[src/sv/rcr_pkg.sv]
// ----------------------------------------------------------------------------
// rcr_pkg - shared constants and types for the cubic ramp derivative core
// Field widths of the exact wide-integer datapath, register indexes and
// the result record.
// ----------------------------------------------------------------------------
package rcr_pkg;

  // fraction bits of the fixed point format
  localparam int FRAC_BITS_DEF = 16;

  // digit width of one partial product
  localparam int DIG_W = 32;

  // quotient bits kept per division, larger quotients saturate
  localparam int QUO_BITS = 34;

  // datapath widths (all magnitudes, unsigned)
  localparam int W_WORD = 32;
  localparam int W_DM   = 32;
  localparam int W_V    = 32;
  localparam int W_SQ   = 64;
  localparam int W_DEN  = 65;
  localparam int W_P    = 65;
  localparam int W_M    = 64;
  localparam int W_VD   = 64;
  localparam int W_D1   = 130;
  localparam int W_PS   = 129;
  localparam int W_MQ   = 128;
  localparam int W_N0   = 128;
  localparam int W_D2   = 195;
  localparam int W_N1   = 161;
  localparam int W_N2A  = 192;

  // configuration register indexes
  localparam int CFG_IDX_W = 2;
  localparam logic [CFG_IDX_W-1:0] REG_START_VALUE     = 2'd0;
  localparam logic [CFG_IDX_W-1:0] REG_START_TIME      = 2'd1;
  localparam logic [CFG_IDX_W-1:0] REG_RAMP_VELOCITY   = 2'd2;
  localparam logic [CFG_IDX_W-1:0] REG_DECAY_TIMESCALE = 2'd3;

  localparam logic [W_WORD-1:0] TAU_RESET = 32'h0001_0000;

  // number of digits in a word of w bits
  function automatic int digits(input int w);
    return (w + DIG_W - 1) / DIG_W;
  endfunction

  // one result request
  typedef struct packed {
    logic [W_WORD-1:0] func_value;
    logic [W_WORD-1:0] first_deriv;
    logic [W_WORD-1:0] second_deriv;
    logic              zero_denominator;
    logic              saturated;
  } res_t;

endpackage

[src/sv/rcr_mul.sv]
// ----------------------------------------------------------------------------
// rcr_mul - pipelined wide unsigned multiplier
// One 32x32 partial product is accumulated per stage; extra stages pass the
// sum on so that parallel lanes line up. A side word travels alongside.
// ----------------------------------------------------------------------------
module rcr_mul #(
  parameter int WA    = 32,
  parameter int WB    = 32,
  parameter int WS    = 1,
  parameter int DEPTH = 1
) (
  input  logic             clk,
  input  logic             en,
  input  logic [WA-1:0]    a,
  input  logic [WB-1:0]    b,
  input  logic [WS-1:0]    side_in,
  output logic [WA+WB-1:0] prod,
  output logic [WS-1:0]    side_out
);

  localparam int DW  = rcr_pkg::DIG_W;
  localparam int NA  = rcr_pkg::digits(WA);
  localparam int NB  = rcr_pkg::digits(WB);
  localparam int NP  = NA * NB;
  localparam int WAP = NA * DW;
  localparam int WBP = NB * DW;
  localparam int WP  = WAP + WBP;

  logic [WAP-1:0] a_r    [DEPTH];
  logic [WBP-1:0] b_r    [DEPTH];
  logic [WP-1:0]  acc_r  [DEPTH];
  logic [WS-1:0]  side_r [DEPTH];

  genvar s;
  generate
    for (s = 0; s < DEPTH; s++) begin : g_stage
      logic [WAP-1:0] a_src;
      logic [WBP-1:0] b_src;
      logic [WP-1:0]  acc_src;
      logic [WS-1:0]  side_src;
      logic [WP-1:0]  acc_nxt;

      // stage inputs
      if (s == 0) begin : g_first
        assign a_src    = WAP'(a);
        assign b_src    = WBP'(b);
        assign acc_src  = '0;
        assign side_src = side_in;
      end else begin : g_next
        assign a_src    = a_r[s-1];
        assign b_src    = b_r[s-1];
        assign acc_src  = acc_r[s-1];
        assign side_src = side_r[s-1];
      end

      // one partial product per stage, then pass-through
      if (s < NP) begin : g_pp
        localparam int I = s / NB;
        localparam int J = s % NB;
        logic [2*DW-1:0] pp;
        assign pp      = (2*DW)'(a_src[I*DW +: DW]) * (2*DW)'(b_src[J*DW +: DW]);
        assign acc_nxt = acc_src + (WP'(pp) << (DW * (I + J)));
      end else begin : g_pass
        assign acc_nxt = acc_src;
      end

      always_ff @(posedge clk) begin
        if (en) begin
          a_r[s]    <= a_src;
          b_r[s]    <= b_src;
          acc_r[s]  <= acc_nxt;
          side_r[s] <= side_src;
        end
      end
    end
  endgenerate

  assign prod     = acc_r[DEPTH-1][WA+WB-1:0];
  assign side_out = side_r[DEPTH-1];

endmodule

[config.mk]
export PLATFORM = sky130hd
export DESIGN_NAME = rcr_mul
export DESIGN_NICKNAME = d
export VERILOG_FILES = /design/src/sv/rcr_pkg.sv /design/src/sv/rcr_mul.sv
export SDC_FILE = /design/constraint.sdc
export NUM_CORES = 2
export LEC_CHECK = 0
export BUFFER_PORTS_ARGS = -buffer_cell sky130_fd_sc_hd__buf_2
export CORE_ASPECT_RATIO = 1.4
export CORE_MARGIN = 10
export CORE_UTILIZATION = 45
export DETAILED_ROUTE_END_ITERATION = 6
export GPL_TIMING_DRIVEN = 0
export SLEW_MARGIN = 5
export SYNTH_ARGS = -nofsm -noshare
export SYNTH_HDL_FRONTEND = slang
export SYNTH_SLANG_ARGS = --single-unit
[constraint.sdc]
create_clock -name clk -period 7.8 [get_ports clk]
set_clock_uncertainty 0.15 [all_clocks]
set_input_delay 0 -clock clk [delete_from_list [all_inputs] [get_ports clk]]
set_output_delay 0 -clock clk [all_outputs]
set_load 0.05 [all_outputs]
==> metrics.txt <==
status complete, no violations; core box area 77800 um^2; Post-synth ARST share 0; wire length per cell 28.0 um; Max Freq 0.129 GHz; Die H 351 um; DRC viols 0; mapped cell area 35300 um^2; leading cell types in the layout, fill and taps excluded 888 x fa_1, 863 x inv_1, 602 x and2_1; max_slew headroom 0.239; Synth Instances 3759; clk buf depth 2; syn_area_per_cell 9.39 um^2; vias in the first global route 30.0k; maximum level of the CTS H-tree 3; CP Data Required Time 7.77 ns; routability cong. 1.06; YS warnings 0; DR iter-0 viols 2122; largest net degree at the start of global routing 66; # setup viols final 0; crit end category flip-flop; Slew Viols, Final 0; TritonCTS buffer count 9; io pins 132; Cell Rows 121; via/cell ratio 5.56; clk root buf clkbuf_16; min-delay worst type in -> reg; Seq/Total Area, Yosys 0.0553; Routed WL 139000 um; Final min period 7.76 ns; critical path class in -> reg; DIE AREA 90200 um^2; Detail Route Antenna Nets 0; Critical Path Fanout Max 10; setup TNS 0 ns; CTS clk-pin slew, worst paths 0.06 ns; commonest register cell after synthesis edfxtp_1; maxcap violations 0; Final WS setup 0.0417 ns; synth unique cells 56; Synth Register Bits 65; Clock Sinks 65; CTS tree yes; dpl ws -1.23 ns; Slew @ Worst Pin 1.14 ns; Final Hold Viols 0; RSZ-0062 raised after global routing true; first-pass GRT wire length 201000 um; Via Count 27.6k; nets 5130; post-route clock period utilization 0.995; commonest non-fill, non-tap cell in the layout fa_1; # port buffers 131; Arr. time, crit path 7.73 ns; grt total ovfl 0; Worst setup SP type input pin; HPWL Detailed 116000 um; Die X 257 um; GRT Resource Usage Total 0.313; antenna violations before repair 9; syn nets 4985; layout cell share with drive strength beyond 1 0.0893; DRT Pass-1 Iters 6; EDFF count, synth 65; Initial Util 0.454; Area growth syn-to-layout 7.68%
==> registers in the layout (all words and copies together) (netlist names) <==
| name | cells |
|---|---|
| side_r | 1 |
| acc_r | 64 |
==> per-layer routing <==
metal  share of wire  track usage  up-vias
li1                -            -    11263
met1            0.33        0.332    14278
met2            0.49        0.531     1495
met3           0.070       0.0504      549
met4            0.12        0.296        2
met5        0.000065            0        -
==> stage by stage <==
step,instance area (um^2),utilization,hold WS [ns],cells
2_1_floorplan,35300,-,-0.0511,3759
3_3_place_gp,37300,0.479,0.0265,4935
3_5_place_dp,37300,0.479,0.0317,4935
4_1_cts,37800,0.486,0.104,4954
5_1_grt,38000,0.488,0.143,4954
6_report,38000,0.488,0.0903,4960
==> path summary, 6_finish.rpt <==
kind,depth (start not counted),start,endpoint
min,1,en,acc_r[0][49]
max,22,b[27],acc_r[0][62]
==> synth_stat cells (2+ instances only) <==
library cell	n	area (um^2)
buf_2	9	45.0
o21ai_1	2	10.0
a21oi_1	68	340
and2_1	603	3770
nand3_1	12	60.1
o21a_1	8	60.1
edfxtp_1	65	1950
o211ai_1	3	22.5
a21o_1	37	278
nand2b_1	2	12.5
o221ai_1	3	26.3
o21ai_0	28	140
inv_1	863	3240
a211oi_1	4	30.0
or2_2	3	18.8
or3_1	5	31.3
nor3_1	5	25.0
o2bb2ai_1	2	17.5
a41oi_1	2	17.5
nand4_1	24	150
xor2_1	26	228
a311oi_1	3	26.3
o2111ai_1	2	17.5
a221oi_2	2	30.0
a21oi_2	2	17.5
and3_1	14	87.6
o21bai_1	10	75.1
fa_1	896	17900
a21boi_0	3	22.5
a221o_1	4	40.0
or4_1	3	22.5
buf_1	2	7.51
nor2_1	21	78.8
a31oi_1	11	68.8
clkbuf_1	215	807
xnor2_1	33	289
and3b_1	2	17.5
and4_1	4	35.0
ha_1	263	3290
nand2_1	478	1790
o311a_1	2	20.0
==> worst max-delay path, stage by stage <==
cell and delay (ns):
buf_2 0.29, clkbuf_4 0.44, nand2_1 0.13, fa_1 0.53
fa_1 0.57, fa_1 0.45, fa_1 0.67, fa_1 0.58
fa_1 0.57, fa_1 0.44, fa_1 0.49, inv_1 0.04
ha_1 0.26, buf_2 0.18, nand4_1 0.22, or4_1 0.49
or3_1 0.43, a31oi_4 0.28, a31o_2 0.28, a211oi_2 0.11
o21ai_1 0.20, xor2_1 0.09
==> cells by family (layout without fill, tap and decap cells) <==
kind of cell / count (synthesis) / count (layout) / synth area share
AND/OR/NAND/NOR: 1180 / 1180 / 0.174
adder cells (fa/ha/maj): 1159 / 1159 / 0.601
buffers and inverters: 1090 / 1240 / 0.116
AO/OA/AOI/OAI: 205 / 205 / 0.0384
flip-flops: 65 / 65 / 0.0553
XOR/XNOR: 59 / 59 / 0.0146
multiplexers: 1 / 1 / 0.000284
other: 0 / 6 / 0
==> final cells by class <==
| type | count | area [um^2] |
|---|---|---|
| fillers | 7595 | 39800 |
| multi-input cells | 2604 | 29300 |
| inverters | 863 | 3240 |
| flip-flops and latches | 65 | 1950 |
| well taps | 1045 | 1310 |
| plain buffers | 223 | 1140 |
| repair buffers | 138 | 718 |
| clock buffers | 9 | 225 |
| clock inverters | 7 | 68.8 |
| diodes | 6 | 15.0 |
==> timing repair <==
action / in CTS / in global routing
endpoints found under the setup margin: 22 / 24
endpoints found under the hold margin: 3 / 0
hold buffers: 3 / 0
pin swaps: 0 / 4
buffers inserted: 0 / 4
gates resized for setup: 156 / 129
Power is left out: the tool's default activity adds up to more than one toggle a clock period on the data nets, which glitch-free logic cannot reach.
